### config.mk
export PLATFORM = sky130hd
export DESIGN_NAME = quadrature_rate_button_monitor_core_flat
export DESIGN_NICKNAME = d
export VERILOG_FILES = /design/src/rtl/core/qrbm_pkg.sv /design/src/rtl/core/qrbm_if.sv /design/src/rtl/core/qrbm_div.sv /design/src/rtl/core/quadrature_rate_button_monitor_core.sv /design/src/flat_wrapper.sv
export SDC_FILE = /design/constraint.sdc
export NUM_CORES = 1
export LEC_CHECK = 0
export BUFFER_PORTS_ARGS = -buffer_cell sky130_fd_sc_hd__buf_2
export CAP_MARGIN = 20
export CORE_UTILIZATION = 55
export DETAILED_ROUTE_END_ITERATION = 10
export PLACE_DENSITY_LB_ADDON = 0.15
export SYNTH_ARGS = -nofsm -noshare
export SYNTH_HDL_FRONTEND = slang
export SYNTH_SLANG_ARGS = --single-unit
export TNS_END_PERCENT = 1
### constraint.sdc
create_clock -name clk -period 10.1 [get_ports clk]
set_clock_uncertainty 0.05 [all_clocks]
set_input_delay 0.505 -clock clk [delete_from_list [all_inputs] [get_ports clk]]
set_output_delay 0.505 -clock clk [all_outputs]
set_load 0.01 [all_outputs]
### src/rtl/core/qrbm_pkg.sv
// ----------------------------------------------------------------------------
// qrbm_pkg
// Shared types and constants of the quadrature rate and button monitor:
// sequencer states, result kinds, transition codes and the step decoder.
// ----------------------------------------------------------------------------
package qrbm_pkg;

	// Fixed field widths
	localparam int RATE_W  = 16;
	localparam int KIND_W  = 2;
	localparam int NOW_W   = 32;
	localparam int MIND_W  = 16;
	localparam int APB_AW  = 3;
	localparam int APB_DW  = 32;
	localparam int SCALE_W = 20;

	// Rate scale: microseconds per second
	localparam logic [SCALE_W-1:0] RATE_SCALE = SCALE_W'(1000000);

	// Register word index
	localparam logic REG_MIN_DELTA = 1'b0;

	// Item command codes
	localparam logic CMD_SAMPLE = 1'b0;
	localparam logic CMD_TICK   = 1'b1;

	// Result kinds
	localparam logic [KIND_W-1:0] KIND_RATE = 2'd0;
	localparam logic [KIND_W-1:0] KIND_DOWN = 2'd1;
	localparam logic [KIND_W-1:0] KIND_UP   = 2'd2;

	// Transition codes {new AB, previous AB}
	localparam logic [3:0] TR_UP_0 = 4'b0010;
	localparam logic [3:0] TR_UP_1 = 4'b0100;
	localparam logic [3:0] TR_UP_2 = 4'b1011;
	localparam logic [3:0] TR_UP_3 = 4'b1101;
	localparam logic [3:0] TR_DN_0 = 4'b0001;
	localparam logic [3:0] TR_DN_1 = 4'b0111;
	localparam logic [3:0] TR_DN_2 = 4'b1000;
	localparam logic [3:0] TR_DN_3 = 4'b1110;

	typedef enum logic [1:0] {
		DIR_NONE,
		DIR_UP,
		DIR_DOWN
	} dir_t;

	typedef enum logic [2:0] {
		ST_IDLE,
		ST_EVAL,
		ST_DIV,
		ST_RATE,
		ST_BTN
	} state_t;

	// Decode one AB transition into a step direction
	function automatic dir_t decode_step(input logic [3:0] code);
		dir_t dir;
		case (code)
			TR_UP_0, TR_UP_1, TR_UP_2, TR_UP_3: dir = DIR_UP;
			TR_DN_0, TR_DN_1, TR_DN_2, TR_DN_3: dir = DIR_DOWN;
			default: dir = DIR_NONE;
		endcase
		return dir;
	endfunction

endpackage

### src/rtl/core/qrbm_if.sv
// ----------------------------------------------------------------------------
// qrbm_in_if / qrbm_out_if
// Valid/ready channels of the monitor: input items and result items.
// ----------------------------------------------------------------------------
interface qrbm_in_if;
	logic        valid;
	logic        ready;
	logic        cmd;
	logic        a_level;
	logic        b_level;
	logic        switch_level;
	logic [31:0] now_us;

	modport source (output valid, cmd, a_level, b_level, switch_level, now_us,
		input ready);
	modport sink (input valid, cmd, a_level, b_level, switch_level, now_us,
		output ready);
endinterface

interface qrbm_out_if;
	logic               valid;
	logic               ready;
	logic [1:0]         event_kind;
	logic signed [15:0] rate;
	logic               last;

	modport source (output valid, event_kind, rate, last, input ready);
	modport sink (input valid, event_kind, rate, last, output ready);
endinterface

### src/rtl/core/qrbm_div.sv
// ----------------------------------------------------------------------------
// qrbm_div
// Restoring serial divider: one quotient bit per cycle through a single
// shared subtractor; keeps the low RATE_W quotient bits.
// ----------------------------------------------------------------------------
module qrbm_div
	import qrbm_pkg::*;
#(
	parameter int DVD_W = 36,
	parameter int DVS_W = 32
) (
	input  logic             clk,
	input  logic             arst_n,
	input  logic             start,
	input  logic [DVD_W-1:0] dividend,
	input  logic [DVS_W-1:0] divisor,
	output logic             done,
	output logic [RATE_W-1:0] quot
);

	localparam int CNT_W = $clog2(DVD_W + 1);

	logic [DVS_W-1:0]  rem_q;
	logic [DVD_W-1:0]  dvd_q;
	logic [DVS_W-1:0]  dvs_q;
	logic [RATE_W-1:0] quo_q;
	logic [CNT_W-1:0]  cnt_q;
	logic              busy_q;
	logic              done_q;
	logic [DVS_W:0]    shifted;
	logic [DVS_W:0]    diff;

	// Trial subtract of the divisor from the shifted partial remainder
	always_comb begin
		shifted = {rem_q, dvd_q[DVD_W-1]};
		diff    = shifted - {1'b0, dvs_q};
	end

	// Control: step counter and done pulse
	always_ff @(posedge clk or negedge arst_n) begin
		if (!arst_n) begin
			busy_q <= 1'b0;
			done_q <= 1'b0;
			cnt_q  <= '0;
		end else begin
			done_q <= 1'b0;
			if (start) begin
				busy_q <= 1'b1;
				cnt_q  <= CNT_W'(DVD_W);
			end else if (busy_q) begin
				cnt_q <= cnt_q - CNT_W'(1);
				if (cnt_q == CNT_W'(1)) begin
					busy_q <= 1'b0;
					done_q <= 1'b1;
				end
			end
		end
	end

	// Datapath: load operands, then shift one bit per step
	always_ff @(posedge clk) begin
		if (start) begin
			rem_q <= '0;
			dvd_q <= dividend;
			dvs_q <= divisor;
			quo_q <= '0;
		end else if (busy_q) begin
			dvd_q <= {dvd_q[DVD_W-2:0], 1'b0};
			if (!diff[DVS_W]) begin
				rem_q <= diff[DVS_W-1:0];
				quo_q <= {quo_q[RATE_W-2:0], 1'b1};
			end else begin
				rem_q <= shifted[DVS_W-1:0];
				quo_q <= {quo_q[RATE_W-2:0], 1'b0};
			end
		end
	end

	assign done = done_q;
	assign quot = quo_q;

endmodule

### src/rtl/core/quadrature_rate_button_monitor_core.sv
// A pin sample is absorbed in the cycle it is accepted.
// A tick without a rate report passes ST_EVAL and then shows its button item in ST_BTN.
// A tick with a rate report passes ST_EVAL and ST_DIV and shows it in ST_RATE,
// with the rate worked out by the one-bit-per-cycle serial divider.
// One item at a time; input is taken again once all results of a tick are out.
// Reset (arst_n, async, low) clears counts, last report time, button state; min_delta = 1.
// ----------------------------------------------------------------------------
// quadrature_rate_button_monitor_core
// Quadrature decoder with saturating step count, rate reports on ticks
// (steps * 1e6 / elapsed us through a serial divider) and button events.
// ----------------------------------------------------------------------------
module quadrature_rate_button_monitor_core
	import qrbm_pkg::*;
#(
	parameter int COUNT_WIDTH = 16,
	parameter int TIME_WIDTH  = 32
) (
	input  logic              clk,
	input  logic              arst_n,
	qrbm_in_if.sink           in_ch,
	qrbm_out_if.source        out_ch,
	input  logic              psel,
	input  logic              penable,
	input  logic              pwrite,
	input  logic [APB_AW-1:0] paddr,
	input  logic [APB_DW-1:0] pwdata,
	output logic [APB_DW-1:0] prdata,
	output logic              pready
);

	localparam int DVD_W = COUNT_WIDTH + SCALE_W;
	localparam int CMP_W = (COUNT_WIDTH > MIND_W) ? COUNT_WIDTH : MIND_W;
	localparam logic signed [COUNT_WIDTH-1:0] CNT_MAX = {1'b0, {(COUNT_WIDTH-1){1'b1}}};
	localparam logic signed [COUNT_WIDTH-1:0] CNT_MIN = {1'b1, {(COUNT_WIDTH-1){1'b0}}};

	state_t state_q, state_d;

	logic [MIND_W-1:0]             min_delta_q;
	logic [1:0]                    prev_ab_q;
	logic signed [COUNT_WIDTH-1:0] step_count_q;
	logic [TIME_WIDTH-1:0]         last_time_q;
	logic [TIME_WIDTH-1:0]         now_q;
	logic [TIME_WIDTH-1:0]         elapsed_q;
	logic                          btn_now_q;
	logic                          btn_rep_q;
	logic                          neg_q;
	logic [RATE_W-1:0]             rate_q;

	logic                   in_take;
	logic                   out_take;
	logic                   cfg_wr;
	logic [1:0]             ab_new;
	dir_t                   dir;
	logic                   neg;
	logic [COUNT_WIDTH-1:0] mag;
	logic                   report;
	logic                   btn_diff;
	logic [TIME_WIDTH-1:0]  now_ext;
	logic [TIME_WIDTH-1:0]  elapsed_raw;
	logic [DVD_W-1:0]       product;
	logic                   div_start;
	logic                   div_done;
	logic [RATE_W-1:0]      div_quot;

	assign in_take  = in_ch.valid && in_ch.ready;
	assign out_take = out_ch.valid && out_ch.ready;
	assign cfg_wr   = psel && penable && pwrite && pready;

	// Configuration port
	assign pready = 1'b1;
	assign prdata = (paddr[2] == REG_MIN_DELTA) ? APB_DW'(min_delta_q) : '0;

	always_ff @(posedge clk or negedge arst_n) begin
		if (!arst_n) begin
			min_delta_q <= MIND_W'(1);
		end else if (cfg_wr && paddr[2] == REG_MIN_DELTA) begin
			min_delta_q <= pwdata[MIND_W-1:0];
		end
	end

	// Step decode and report evaluation
	always_comb begin
		ab_new      = {in_ch.a_level, in_ch.b_level};
		dir         = decode_step({ab_new, prev_ab_q});
		neg         = step_count_q[COUNT_WIDTH-1];
		mag         = neg ? (COUNT_WIDTH'(0) - COUNT_WIDTH'(step_count_q))
			: COUNT_WIDTH'(step_count_q);
		report      = CMP_W'(mag) >= CMP_W'(min_delta_q);
		btn_diff    = btn_now_q != btn_rep_q;
		now_ext     = TIME_WIDTH'(in_ch.now_us);
		elapsed_raw = now_ext - last_time_q;
		product     = DVD_W'(mag) * DVD_W'(RATE_SCALE);
	end

	// Next state
	always_comb begin
		state_d = state_q;
		case (state_q)
			ST_IDLE: begin
				if (in_take && in_ch.cmd == CMD_TICK) state_d = ST_EVAL;
			end
			ST_EVAL: begin
				if (report) state_d = ST_DIV;
				else if (btn_diff) state_d = ST_BTN;
				else state_d = ST_IDLE;
			end
			ST_DIV: begin
				if (div_done) state_d = ST_RATE;
			end
			ST_RATE: begin
				if (out_take) state_d = btn_diff ? ST_BTN : ST_IDLE;
			end
			ST_BTN: begin
				if (out_take) state_d = ST_IDLE;
			end
			default: state_d = ST_IDLE;
		endcase
	end

	// Outputs of the sequencer
	always_comb begin
		in_ch.ready       = 1'b0;
		out_ch.valid      = 1'b0;
		out_ch.event_kind = KIND_RATE;
		out_ch.rate       = '0;
		out_ch.last       = 1'b1;
		div_start         = 1'b0;
		case (state_q)
			ST_IDLE: in_ch.ready = 1'b1;
			ST_EVAL: div_start = report;
			ST_RATE: begin
				out_ch.valid = 1'b1;
				out_ch.rate  = rate_q;
				out_ch.last  = !btn_diff;
			end
			ST_BTN: begin
				out_ch.valid      = 1'b1;
				out_ch.event_kind = btn_now_q ? KIND_DOWN : KIND_UP;
			end
			default: ;
		endcase
	end

	// Control and monitor state
	always_ff @(posedge clk or negedge arst_n) begin
		if (!arst_n) begin
			state_q      <= ST_IDLE;
			prev_ab_q    <= '0;
			step_count_q <= '0;
			last_time_q  <= '0;
			btn_now_q    <= 1'b0;
			btn_rep_q    <= 1'b0;
		end else begin
			state_q <= state_d;
			// Absorb a pin sample
			if (in_take && in_ch.cmd == CMD_SAMPLE) begin
				prev_ab_q <= ab_new;
				btn_now_q <= !in_ch.switch_level;
				if (dir == DIR_UP && step_count_q != CNT_MAX)
					step_count_q <= step_count_q + COUNT_WIDTH'(1);
				else if (dir == DIR_DOWN && step_count_q != CNT_MIN)
					step_count_q <= step_count_q - COUNT_WIDTH'(1);
			end
			// Restart the interval once the rate item is taken
			if (state_q == ST_RATE && out_take) begin
				step_count_q <= '0;
				last_time_q  <= now_q;
			end
			if (state_q == ST_BTN && out_take) btn_rep_q <= btn_now_q;
		end
	end

	// Tick payload: timestamp, elapsed time, sign and rate
	always_ff @(posedge clk) begin
		if (in_take && in_ch.cmd == CMD_TICK) begin
			now_q     <= now_ext;
			elapsed_q <= (elapsed_raw == '0) ? TIME_WIDTH'(1) : elapsed_raw;
		end
		if (state_q == ST_EVAL) neg_q <= neg;
		if (div_done) rate_q <= neg_q ? (RATE_W'(0) - div_quot) : div_quot;
	end

	qrbm_div #(
		.DVD_W(DVD_W),
		.DVS_W(TIME_WIDTH)
	) u_div (
		.clk     (clk),
		.arst_n  (arst_n),
		.start   (div_start),
		.dividend(product),
		.divisor (elapsed_q),
		.done    (div_done),
		.quot    (div_quot)
	);

`ifndef ASSERT_OFF
	a_done_in_div: assert property (@(posedge clk) disable iff (!arst_n)
		div_done |-> state_q == ST_DIV)
		else $error("divider finished outside the divide phase");

	a_btn_is_last: assert property (@(posedge clk) disable iff (!arst_n)
		(out_ch.valid && out_ch.event_kind != KIND_RATE) |-> out_ch.last)
		else $error("button item not marked last");

	a_rate_clears: assert property (@(posedge clk) disable iff (!arst_n)
		(out_take && out_ch.event_kind == KIND_RATE) |=> step_count_q == '0)
		else $error("step count not cleared after rate item");

	a_btn_synced: assert property (@(posedge clk) disable iff (!arst_n)
		(out_take && out_ch.event_kind != KIND_RATE) |=> btn_rep_q == btn_now_q)
		else $error("reported button state not updated");

	a_no_input_busy: assert property (@(posedge clk) disable iff (!arst_n)
		out_ch.valid |-> !in_ch.ready)
		else $error("input taken while a result is pending");
`endif

endmodule

### src/flat_wrapper.sv
// flat-port wrapper written by rule: the top's interface ports become plain ports
module quadrature_rate_button_monitor_core_flat import qrbm_pkg::*;
#(
	parameter int COUNT_WIDTH = 16,
	parameter int TIME_WIDTH  = 32
)
  (clk, arst_n, psel, penable, pwrite, paddr, pwdata, prdata, pready, in_ch_valid, in_ch_cmd, in_ch_a_level, in_ch_b_level, in_ch_switch_level, in_ch_now_us, in_ch_ready, out_ch_valid, out_ch_event_kind, out_ch_rate, out_ch_last, out_ch_ready);
  qrbm_in_if in_ch_i ();
  qrbm_out_if out_ch_i ();
  input  logic clk;
  input  logic arst_n;
  input  logic psel;
  input  logic penable;
  input  logic pwrite;
  input  logic [APB_AW-1:0] paddr;
  input  logic [APB_DW-1:0] pwdata;
  output logic [APB_DW-1:0] prdata;
  output logic pready;
  input wire logic [$bits(in_ch_i.valid)-1:0] in_ch_valid;
  input wire logic [$bits(in_ch_i.cmd)-1:0] in_ch_cmd;
  input wire logic [$bits(in_ch_i.a_level)-1:0] in_ch_a_level;
  input wire logic [$bits(in_ch_i.b_level)-1:0] in_ch_b_level;
  input wire logic [$bits(in_ch_i.switch_level)-1:0] in_ch_switch_level;
  input wire logic [$bits(in_ch_i.now_us)-1:0] in_ch_now_us;
  output wire logic [$bits(in_ch_i.ready)-1:0] in_ch_ready;
  output wire logic [$bits(out_ch_i.valid)-1:0] out_ch_valid;
  output wire logic [$bits(out_ch_i.event_kind)-1:0] out_ch_event_kind;
  output wire logic [$bits(out_ch_i.rate)-1:0] out_ch_rate;
  output wire logic [$bits(out_ch_i.last)-1:0] out_ch_last;
  input wire logic [$bits(out_ch_i.ready)-1:0] out_ch_ready;
  assign in_ch_i.valid = in_ch_valid;
  assign in_ch_i.cmd = in_ch_cmd;
  assign in_ch_i.a_level = in_ch_a_level;
  assign in_ch_i.b_level = in_ch_b_level;
  assign in_ch_i.switch_level = in_ch_switch_level;
  assign in_ch_i.now_us = in_ch_now_us;
  assign in_ch_ready = in_ch_i.ready;
  assign out_ch_valid = out_ch_i.valid;
  assign out_ch_event_kind = out_ch_i.event_kind;
  assign out_ch_rate = out_ch_i.rate;
  assign out_ch_last = out_ch_i.last;
  assign out_ch_i.ready = out_ch_ready;
  quadrature_rate_button_monitor_core #(.COUNT_WIDTH(COUNT_WIDTH), .TIME_WIDTH(TIME_WIDTH)) u_core (.clk(clk), .arst_n(arst_n), .in_ch(in_ch_i), .out_ch(out_ch_i), .psel(psel), .penable(penable), .pwrite(pwrite), .paddr(paddr), .pwdata(pwdata), .prdata(prdata), .pready(pready));
endmodule
==> flow_summary.json, run 1 <==
{
  "run_status": "finished, final reports clean",
  "synth.top_cell.area_share_pct": 22.72,
  "layout.cells.non_filler": 2447,
  "hold_path_end": "u_core.btn_now_q",
  "syn_inst": 1884,
  "io_pins": 132,
  "grt_pass1_vias": 12870,
  "cp_max_fo": 13,
  "utilization_pct": 61.91,
  "nFillCells": 2866,
  "yosys.area_share.adder_pct": 18.54,
  "dpl.hpwl_um": 27020,
  "core_um2": 33700,
  "grt_max_degree": 88,
  "period_needed_ps": 8274,
  "grt_setup_unrepaired": "no",
  "reg2reg_depth": 24,
  "synth.most_common_cell": "inv_1",
  "cts_hold_buf": 1,
  "grt.overflow.total": 0,
  "wire_per_inst_um": 14.84,
  "synthMuxAreaShare_pct": 4.760,
  "setup_tns_ps": 0,
  "vias_per_cell": 5.414,
  "drc": 0,
  "vias": 13250,
  "dpl_cell_area_um2": 19790,
  "powerDensity_nw_per_um2": 119.9,
  "die_y_um": 187.4,
  "yosys.area_share.simple_pct": 11.37,
  "die_w_um": 187.4,
  "clock-sinks": 270,
  "timing.rr.start": "u_core.step_count_q[0]",
  "hold_start": "in_ch_switch_level",
  "cp.required_ps": 10360,
  "worst_slew_pin_slew_ps": 1018,
  "synth_cell_types": 91,
  "synth-async-reset-ratio_pct": 29.26,
  "n_antenna_cell": 0,
  "synth_warnings": 0,
  "worstPathArrival_ps": 8540,
  "cts-resized-gates": 0,
  "nNetsFinal": 2302,
  "place_inst": 2389,
  "drt_iter0_drc": 699,
  "htree_levels": 1,
  "min_path_cells": 2,
  "io_buffer_count": 96,
  "routabilityCongestion": 0.8488,
  "total_power_mw": 2.502,
  "syn_to_final_growth_pct": 10.39,
  "grt.total_usage_pct": 21.06,
  "clkTransAtPathRegs_ps": 60,
  "synth_area_per_cell_um2": 10.03,
  "setup_viol": 0,
  "ant_nets": 0,
  "ys.flop_type": "edfxtp_1",
  "synth_area_leader_cell": "edfxtp_1",
  "drv_cap": 0,
  "vdd_drop_max_mv": 0.1329,
  "cts_tree": "built",
  "final-hold-violation-count": 0,
  "cts_buffer_depth": 3,
  "synth_xor_area_share_pct": 6.607,
  "relSlewSlack_pct": 32.13,
  "synth_compound_area_share_pct": 14.38,
  "firstDrtPassIters": 5,
  "max_freq_mhz": 120.9,
  "antenna_found_initial": 0,
  "cp-start-kind": "register",
  "report.final.slew_viol_count": 0,
  "synth.area.top_cells": "edfxtp_1, ha_1, dfrtp_1, fa_1, dfxtp_1",
  "numCtsBuffers": 30,
  "endpoint_kind": "register",
  "hold_class": "input port to register",
  "grt_pass1_wl_um": 61650,
  "start_util_pct": 56.08,
  "root_buffer": "clkbuf_16",
  "fp.dieArea_um2": 35110,
  "r2r_end": "u_core.u_div.dvd_q[34]",
  "period_share_pct": 81.92,
  "core.rowCount": 67,
  "postCtsSetupBuffers": 0,
  "ys_seq_area_share_pct": 38.27,
  "netlist_top_cells_count": "inv_1, ha_1, nor2_1",
  "synth_edf_count": 143,
  "fin_area_um2": 20860,
  "drive_gt1_share_pct": 12.71,
  "path_class": "register to register",
  "ys_seq_elements": 270,
  "syn-cell-area_um2": 18900,
  "wirelength_um": 36310,
  "synth_top_family_by_area": "adder cells",
  "r2r_slack_ps": 1830,
  "p_leak_nw": 10.02,
  "clk_latency_ps": 580
}
-- logic make-up (layout without fill, tap and decap cells) --
family,count (synthesis),in the layout
AO/OA/AOI/OAI,405,405
XOR/XNOR,140,140
adder cells (fa/ha/maj),251,251
buffers and inverters,280,380
flip-flops,270,270
multiplexers,83,83
other,2,17
AND/OR/NAND/NOR,453,453
-- area by class of cell --
type                    instances  area, µm²  share of cell area, %
clock buffers                  36      793.3                  3.802
clock inverters                20      257.7                  1.235
inverters                     213      799.5                  3.832
multi-input cells            1349      10600                  50.81
flip-flops and latches        270       7234                  34.67
well taps                     448      560.5                  2.687
repair buffers                111      618.1                  2.963
-- per-stage QoR --
step	hold WS, ps	setup WS (ps)
2_1_floorplan	159.4	2877
3_3_place_gp	354.4	2050
3_5_place_dp	354.5	1997
4_1_cts	18.30	1920
5_1_grt	44.12	1375
6_report	49.78	1826
-- worst max-delay path: stages, from the launching register on --
cell and delay (ps):
dfrtp_1 680, inv_1 330, ha_1 370, mux2i_1 560, inv_1 270, ha_1 280, fa_1 500, fa_1 580
fa_1 420, ha_1 290, inv_1 50, fa_1 490, inv_1 40, ha_1 350, and3_1 210, and3_1 180
a31oi_1 280, a311oi_1 230, o311ai_1 400, nand3_1 160, a221o_1 380, a21o_1 190, a21o_1 200, and4b_1 180
o32a_1 330
-- worst max path at each step --
stage | from | end | slack [ps] | depth (start not counted)
finish | u_core.step_count_q[0] | u_core.u_div.dvd_q[34] | 1830 | 24
global route | u_core.step_count_q[0] | u_core.u_div.dvd_q[34] | 1380 | 24
CTS | u_core.step_count_q[0] | u_core.u_div.dvd_q[34] | 1920 | 24
detailed placement | u_core.step_count_q[0] | u_core.u_div.dvd_q[34] | 2000 | 24
global placement | u_core.step_count_q[0] | u_core.u_div.dvd_q[34] | 2050 | 24
floorplan | u_core.step_count_q[2] | u_core.u_div.dvd_q[34] | 2880 | 25
-- cells in the final DEF, fill, tap and decap left out, drive strengths merged, types with 32 or more instances in the layout --
master | synthesis | routed
nand2 | 117 | 117
xor2 | 55 | 55
mux2 | 55 | 55
o21ai | 95 | 95
a211oi | 32 | 32
ha | 200 | 200
nand3 | 34 | 34
buf | 34 | 110
dfxtp | 48 | 48
dfrtp | 78 | 78
nor2 | 152 | 152
a21o | 39 | 39
fa | 49 | 49
inv | 211 | 211
xnor2 | 85 | 85
a21oi | 105 | 105
clkbuf | 33 | 36
edfxtp | 143 | 143
-- routing by layer --
metal | vias up | routed length, µm | track usage [%]
met5 | - | 0 | 0
met4 | 0 | 540 | 5.003
met3 | 33 | 1390 | 2.814
met2 | 197 | 15920 | 33.26
met1 | 6244 | 18450 | 30.70
li1 | 6775 | - | -
-- power by group --
part / switching, mW / internal [mW] / total [mW]
Sequential: 0.00782 / 1.17 / 1.18
Clock: 0.459 / 0.690 / 1.15
Combinational: 0.103 / 0.0713 / 0.174
-- state kept, by name (all words and copies together) (netlist names), 2 cells and up --
signal	count
u_core.prev_ab_q	2
u_core.u_div.rem_q	32
u_core.last_time_q	32
u_core.u_div.dvs_q	32
u_core.state_q	3
u_core.step_count_q	16
u_core.u_div.quot	16
u_core.u_div.dvd_q	30
u_core.rate_q	16
u_core.elapsed_q	32
u_core.now_q	32
u_core.min_delta_q	16
u_core.u_div.cnt_q	6
No activity file was read; power rests on OpenSTA's default activity.
==> run 2, diff against run 1 <==
--- a/config.mk
+++ b/config.mk
@@ -5,6 +5,7 @@
 export SDC_FILE = /design/constraint.sdc
 export NUM_CORES = 1
 export LEC_CHECK = 0
+export ABC_AREA = 1
 export BUFFER_PORTS_ARGS = -buffer_cell sky130_fd_sc_hd__buf_2
 export CAP_MARGIN = 20
 export CORE_UTILIZATION = 55
==> constraint.sdc (replaced) <==
create_clock -name clk -period 6.7 [get_ports clk]
set_clock_uncertainty 0.05 [all_clocks]
set_input_delay 0.335 -clock clk [delete_from_list [all_inputs] [get_ports clk]]
set_output_delay 0.335 -clock clk [all_outputs]
set_load 0.01 [all_outputs]
==> flow_summary.json, run 2 <==
{
  "postCtsSetupBuffers": 0,
  "mostFrequentLayoutCells": "nand2_1, inv_1, nor2_1",
  "grt.total_usage_pct": 24.45,
  "reg2reg_depth": 25,
  "final_common_cell": "nand2_1",
  "syn_to_final_growth_pct": 12.85,
  "cts_buffer_depth": 3,
  "firstDrtPassIters": 11,
  "run_status": "complete, but fails checks",
  "cp_max_fo": 5,
  "slowest_stage": "fa_1",
  "cp_common_cell": "ha_1",
  "clock-sinks": 270,
  "synth_cell_types": 48,
  "core_um2": 35830,
  "grt_max_degree": 80,
  "synth_area_leader_cell": "edfxtp_1",
  "wirelength_um": 45220,
  "grt.overflow.total": 0,
  "cp-endpoint": "u_core.u_div.dvd_q[34]",
  "ys.flop_type": "edfxtp_1",
  "hold_class": "input port to register",
  "drive_gt1_share_pct": 8.134,
  "nNetsFinal": 3057,
  "cp.required_ps": 6940,
  "violations": "DRC",
  "max_freq_mhz": 159.2,
  "critPathLaunch": "u_core.step_count_q[1]",
  "whs_ps": 99.56,
  "drv_cap": 0,
  "ys_seq_area_share_pct": 35.89,
  "report.final.slew_viol_count": 0,
  "cp-start-kind": "register",
  "grt_pass1_wl_um": 76120,
  "vias_per_cell": 5.185,
  "timing.rr.start": "u_core.step_count_q[1]",
  "synth.area.top_cells": "edfxtp_1, ha_1, nand2_1, dfrtp_1, inv_1",
  "n_antenna_cell": 0,
  "nFillCells": 3078,
  "ant_nets": 0,
  "routabilityCongestion": 0.9023,
  "worst_path_largest_cell_delay_ps": 540,
  "final-hold-violation-count": 0,
  "cts_tree": "built",
  "r2r_end": "u_core.u_div.dvd_q[34]",
  "synth.top_cell.area_share_pct": 21.30,
  "root_buffer": "clkbuf_16",
  "synth_area_per_cell_um2": 7.846,
  "die_y_um": 193.4,
  "worstPathArrival_ps": 6520,
  "ys_seq_elements": 270,
  "clk_latency_ps": 600,
  "drt_iter0_drc": 920,
  "synth-async-reset-ratio_pct": 29.26,
  "synth_warnings": 0,
  "drc": 4,
  "syn_inst": 2569,
  "path_class": "register to register",
  "core.rowCount": 69,
  "htree_levels": 1,
  "worst_slew_pin_slew_ps": 834.4,
  "crit_cells": 25,
  "io_buffer_count": 96,
  "vias": 16670,
  "period_needed_ps": 6282,
  "syn-cell-area_um2": 20160,
  "synth_edf_count": 143,
  "relSlewSlack_pct": 44.37,
  "utilization_pct": 63.49,
  "io_pins": 132,
  "cp_num_buf_inv": 4,
  "period_share_pct": 93.76,
  "die_w_um": 193.4,
  "numCtsBuffers": 30,
  "fp.dieArea_um2": 37420,
  "netlist_top_cells_count": "nand2_1, inv_1, nor2_1",
  "r2r_slack_ps": 420,
  "endpoint_kind": "register",
  "clkTransAtPathRegs_ps": 60,
  "grt_pass1_vias": 15940,
  "synth.most_common_cell": "nand2_1",
  "start_util_pct": 56.26,
  "wire_per_inst_um": 14.07,
  "setup_viol": 0,
  "dpl.hpwl_um": 35060,
  "crit_family": "adder cells",
  "antenna_found_initial": 0
}
## run 2: cell types whose count changed after synthesis, moves of 22 or more
cell,change
inv_1,+204
a21oi_1,+76
o21ai_0,+109
nand2b_1,-22
and3_1,-27
mux2_2,-53
nor2_1,+111
o21ai_1,-34
nand2_1,+478
mux2i_1,-28
a21o_1,-28
xnor2_1,-37
nand3_1,+55
## run 2: worst reg2reg max path: cells and delay by family (launching register included)
family	cells	cell delay, ps
fa+ha+maj	8	3040
simple gates	10	1450
buf+inv	4	480
xor+xnor	2	440
flops	1	430
compound gates	1	90
## run 2: worst min-delay path by stage
| stage | startpoint | endpoint | slack (ps) | depth (start not counted) |
|---|---|---|---|---|
| floorplan | arst_n | u_core.btn_now_q | -10 | 0 |
| global placement | u_core.elapsed_q[26] | u_core.u_div.dvs_q[26] | 350 | 0 |
| detailed placement | u_core.elapsed_q[4] | u_core.u_div.dvs_q[4] | 350 | 0 |
| CTS | in_ch_cmd | u_core.btn_now_q | 60 | 4 |
| global route | in_ch_cmd | u_core.btn_now_q | 150 | 4 |
| finish | in_ch_cmd | u_core.btn_now_q | 100 | 4 |
## run 2: cell families (layout without fill, tap and decap cells)
logic type,Yosys count,in the layout,share of synthesized area (%)
simple gates,1029,1029,20.81
buf+inv,482,652,9.578
compound gates,426,426,11.58
flops,270,270,35.89
fa+ha+maj,249,249,17.28
xor+xnor,111,111,4.823
other cells,2,17,0.03726
## run 2: metal layers
layer  GRT usage, %  routed length, µm
met3          2.650               1769
met4          5.985               1005
met5              0                  0
met1          36.18              23080
met2          38.33              19370
## run 2: through the flow
step | setup TNS [ps] | setup slack (ps) | cells | area, µm²
floorplan | 0 | 564.9 | 2584 | 20210
global placement | 0 | 463.9 | 3101 | 21120
detailed placement | 0 | 321.7 | 3102 | 21130
CTS | 0 | 294.6 | 3213 | 22680
global route | -13.21 | -13.21 | 3215 | 22750
finish | 0 | 418.0 | 3215 | 22750
## run 2: what timing repair did
item	in CTS	in global routing
resized for setup	0	6
setup endpoints to repair	0	9
endpoints found under the hold margin	131	0
hold buffers	55	0
## run 2: layout make-up
cell class / instances / area (µm²) / share of cell area (%)
multi-input cells: 1832 / 11080 / 48.72
flip-flops and latches: 270 / 7236 / 31.81
inverters: 416 / 1563 / 6.871
repair buffers: 180 / 1286 / 5.655
clock buffers: 33 / 772.0 / 3.394
well taps: 461 / 576.8 / 2.536
clock inverters: 23 / 230.2 / 1.012
Power of run 2 is left out: the tool's default activity adds up to more than one toggle a clock period on the data nets, which glitch-free logic cannot reach.
==> run 3, diff against run 2 <==
--- a/config.mk
+++ b/config.mk
@@ -7,7 +7,8 @@
 export LEC_CHECK = 0
 export ABC_AREA = 1
 export BUFFER_PORTS_ARGS = -buffer_cell sky130_fd_sc_hd__buf_2
-export CAP_MARGIN = 20
+export CAP_MARGIN = 0
+export CORE_ASPECT_RATIO = 1.75
 export CORE_UTILIZATION = 55
 export DETAILED_ROUTE_END_ITERATION = 10
 export PLACE_DENSITY_LB_ADDON = 0.15
==> flow_summary.json, run 3 (synthesis gave the netlist of run 2 again) <==
{
  "run_status": "finished, final reports clean",
  "final-hold-violation-count": 0,
  "io_buffer_count": 96,
  "multiInputGateArea_um2": 11070,
  "cts_tree": "built",
  "r2r_end": "u_core.u_div.dvd_q[35]",
  "clk_latency_ps": 570,
  "cp-start-kind": "register",
  "firstDrtPassIters": 5,
  "grt_pass1_vias": 16630,
  "mostFrequentLayoutCells": "nand2_1, inv_1, nor2_1",
  "start_util_pct": 55.94,
  "nFillCells": 3231,
  "core_um2": 36030,
  "relSlewSlack_pct": 28.51,
  "clock-sinks": 270,
  "min_path_cells": 3,
  "path_class": "register to register",
  "use_met2_pct": 49.48,
  "htree_levels": 1,
  "postCtsSetupBuffers": 0,
  "wire_per_inst_um": 14.93,
  "gr-usage-met1_pct": 28.63,
  "period_share_pct": 93.89,
  "io_pins": 132,
  "hold_class": "input port to register",
  "grt_use_met3_pct": 2.282,
  "report.final.slew_viol_count": 0,
  "setup_viol": 0,
  "hold_start": "pwdata[2]",
  "clkTransAtPathRegs_ps": 70,
  "cts_buffer_depth": 3,
  "drv_cap": 0,
  "worstPathArrival_ps": 6530,
  "timing.rr.start": "u_core.step_count_q[1]",
  "wirelength_um": 47920,
  "numCtsBuffers": 26,
  "setup_tns_ps": 0,
  "grt.overflow.total": 0,
  "grt_setup_unrepaired": "no",
  "antenna_found_initial": 0,
  "drc": 0,
  "worst_slew_pin_slew_ps": 1072,
  "die_w_um": 146.7,
  "cp.required_ps": 6940,
  "fp.dieArea_um2": 37450,
  "reg2reg_depth": 26,
  "endpoint_kind": "register",
  "grt_max_degree": 83,
  "drive_gt1_share_pct": 7.628,
  "ant_nets": 0,
  "period_needed_ps": 6291,
  "final_common_cell": "nand2_1",
  "vias": 16840,
  "max_freq_mhz": 159.0,
  "drt_iter0_drc": 693,
  "r2r_slack_ps": 410,
  "grt_pass1_wl_um": 78030,
  "routabilityCongestion": 0.9567,
  "final-seq-area_um2": 7234,
  "syn_to_final_growth_pct": 11.96,
  "root_buffer": "clkbuf_16",
  "busiest_layer": "met2",
  "die_y_um": 255.2,
  "n_antenna_cell": 0,
  "cp_max_fo": 5,
  "dpl.hpwl_um": 37460,
  "nNetsFinal": 3047,
  "hold_path_end": "u_core.min_delta_q[2]",
  "vias_per_cell": 5.246,
  "core.rowCount": 92,
  "grt.total_usage_pct": 25.72,
  "critPathLaunch": "u_core.step_count_q[1]"
}
[run 3: worst max-delay path: stages, from the launching register on]
cell	delay [ps]
dfrtp_1	420
inv_1	180
ha_1	240
nand3_2	110
nand3b_1	180
nor3_1	200
nand2_1	100
nand2_1	100
xor2_1	250
inv_1	190
ha_1	340
fa_1	480
inv_1	60
fa_1	520
inv_1	40
ha_1	280
ha_1	300
ha_1	300
ha_1	360
nand2_1	130
nor4_1	360
nand4_1	140
nand3_1	230
nand2_1	90
nand3_1	100
xor2_1	140
o21ai_0	100
[run 3: repair_timing]
item                                    4_1_cts  5_1_grt
resized for setup                             0        1
hold endpoints to repair                     69        0
endpoints found under the setup margin        0        1
hold buffers                                 52        0
[run 3: layout make-up]
cell class,count,area share [%]
clock buffer,33,3.188
timing repair buffer,174,5.312
clock inverter,15,0.8539
sequential,270,32.06
inverter,416,6.925
multi-input combinational,1832,49.05
tap,470,2.606
[run 3: per-layer routing]
metal  share of wire, %  routed length [µm]  up-vias
li1                   -                   -     8565
met1                 41               19570     7897
met2                 53               25280      270
met3                2.4                1158      108
met4                4.0                1912        0
met5                  0                   0        -
[run 3: stage by stage]
step	setup WS (ps)	util (%)	instances	hold slack, ps	cell area [µm²]
floorplan	564.9	-	2584	-10.59	20210
global placement	550.9	58.64	3110	175.3	21130
detailed placement	386.6	58.64	3110	186.9	21130
CTS	377.1	62.61	3210	1.085	22560
global route	12.12	62.63	3210	18.45	22570
finish	409.0	62.63	3210	19.82	22570
[run 3: worst max path at each step]
stage,cells past startpoint,endpoint
6_report,26,u_core.u_div.dvd_q[35]
5_1_grt,25,u_core.u_div.dvd_q[32]
4_1_cts,25,u_core.u_div.dvd_q[32]
3_5_place_dp,25,u_core.u_div.dvd_q[34]
3_3_place_gp,25,u_core.u_div.dvd_q[32]
2_1_floorplan,25,u_core.u_div.dvd_q[32]
Power of run 3 is left out for the same reason.
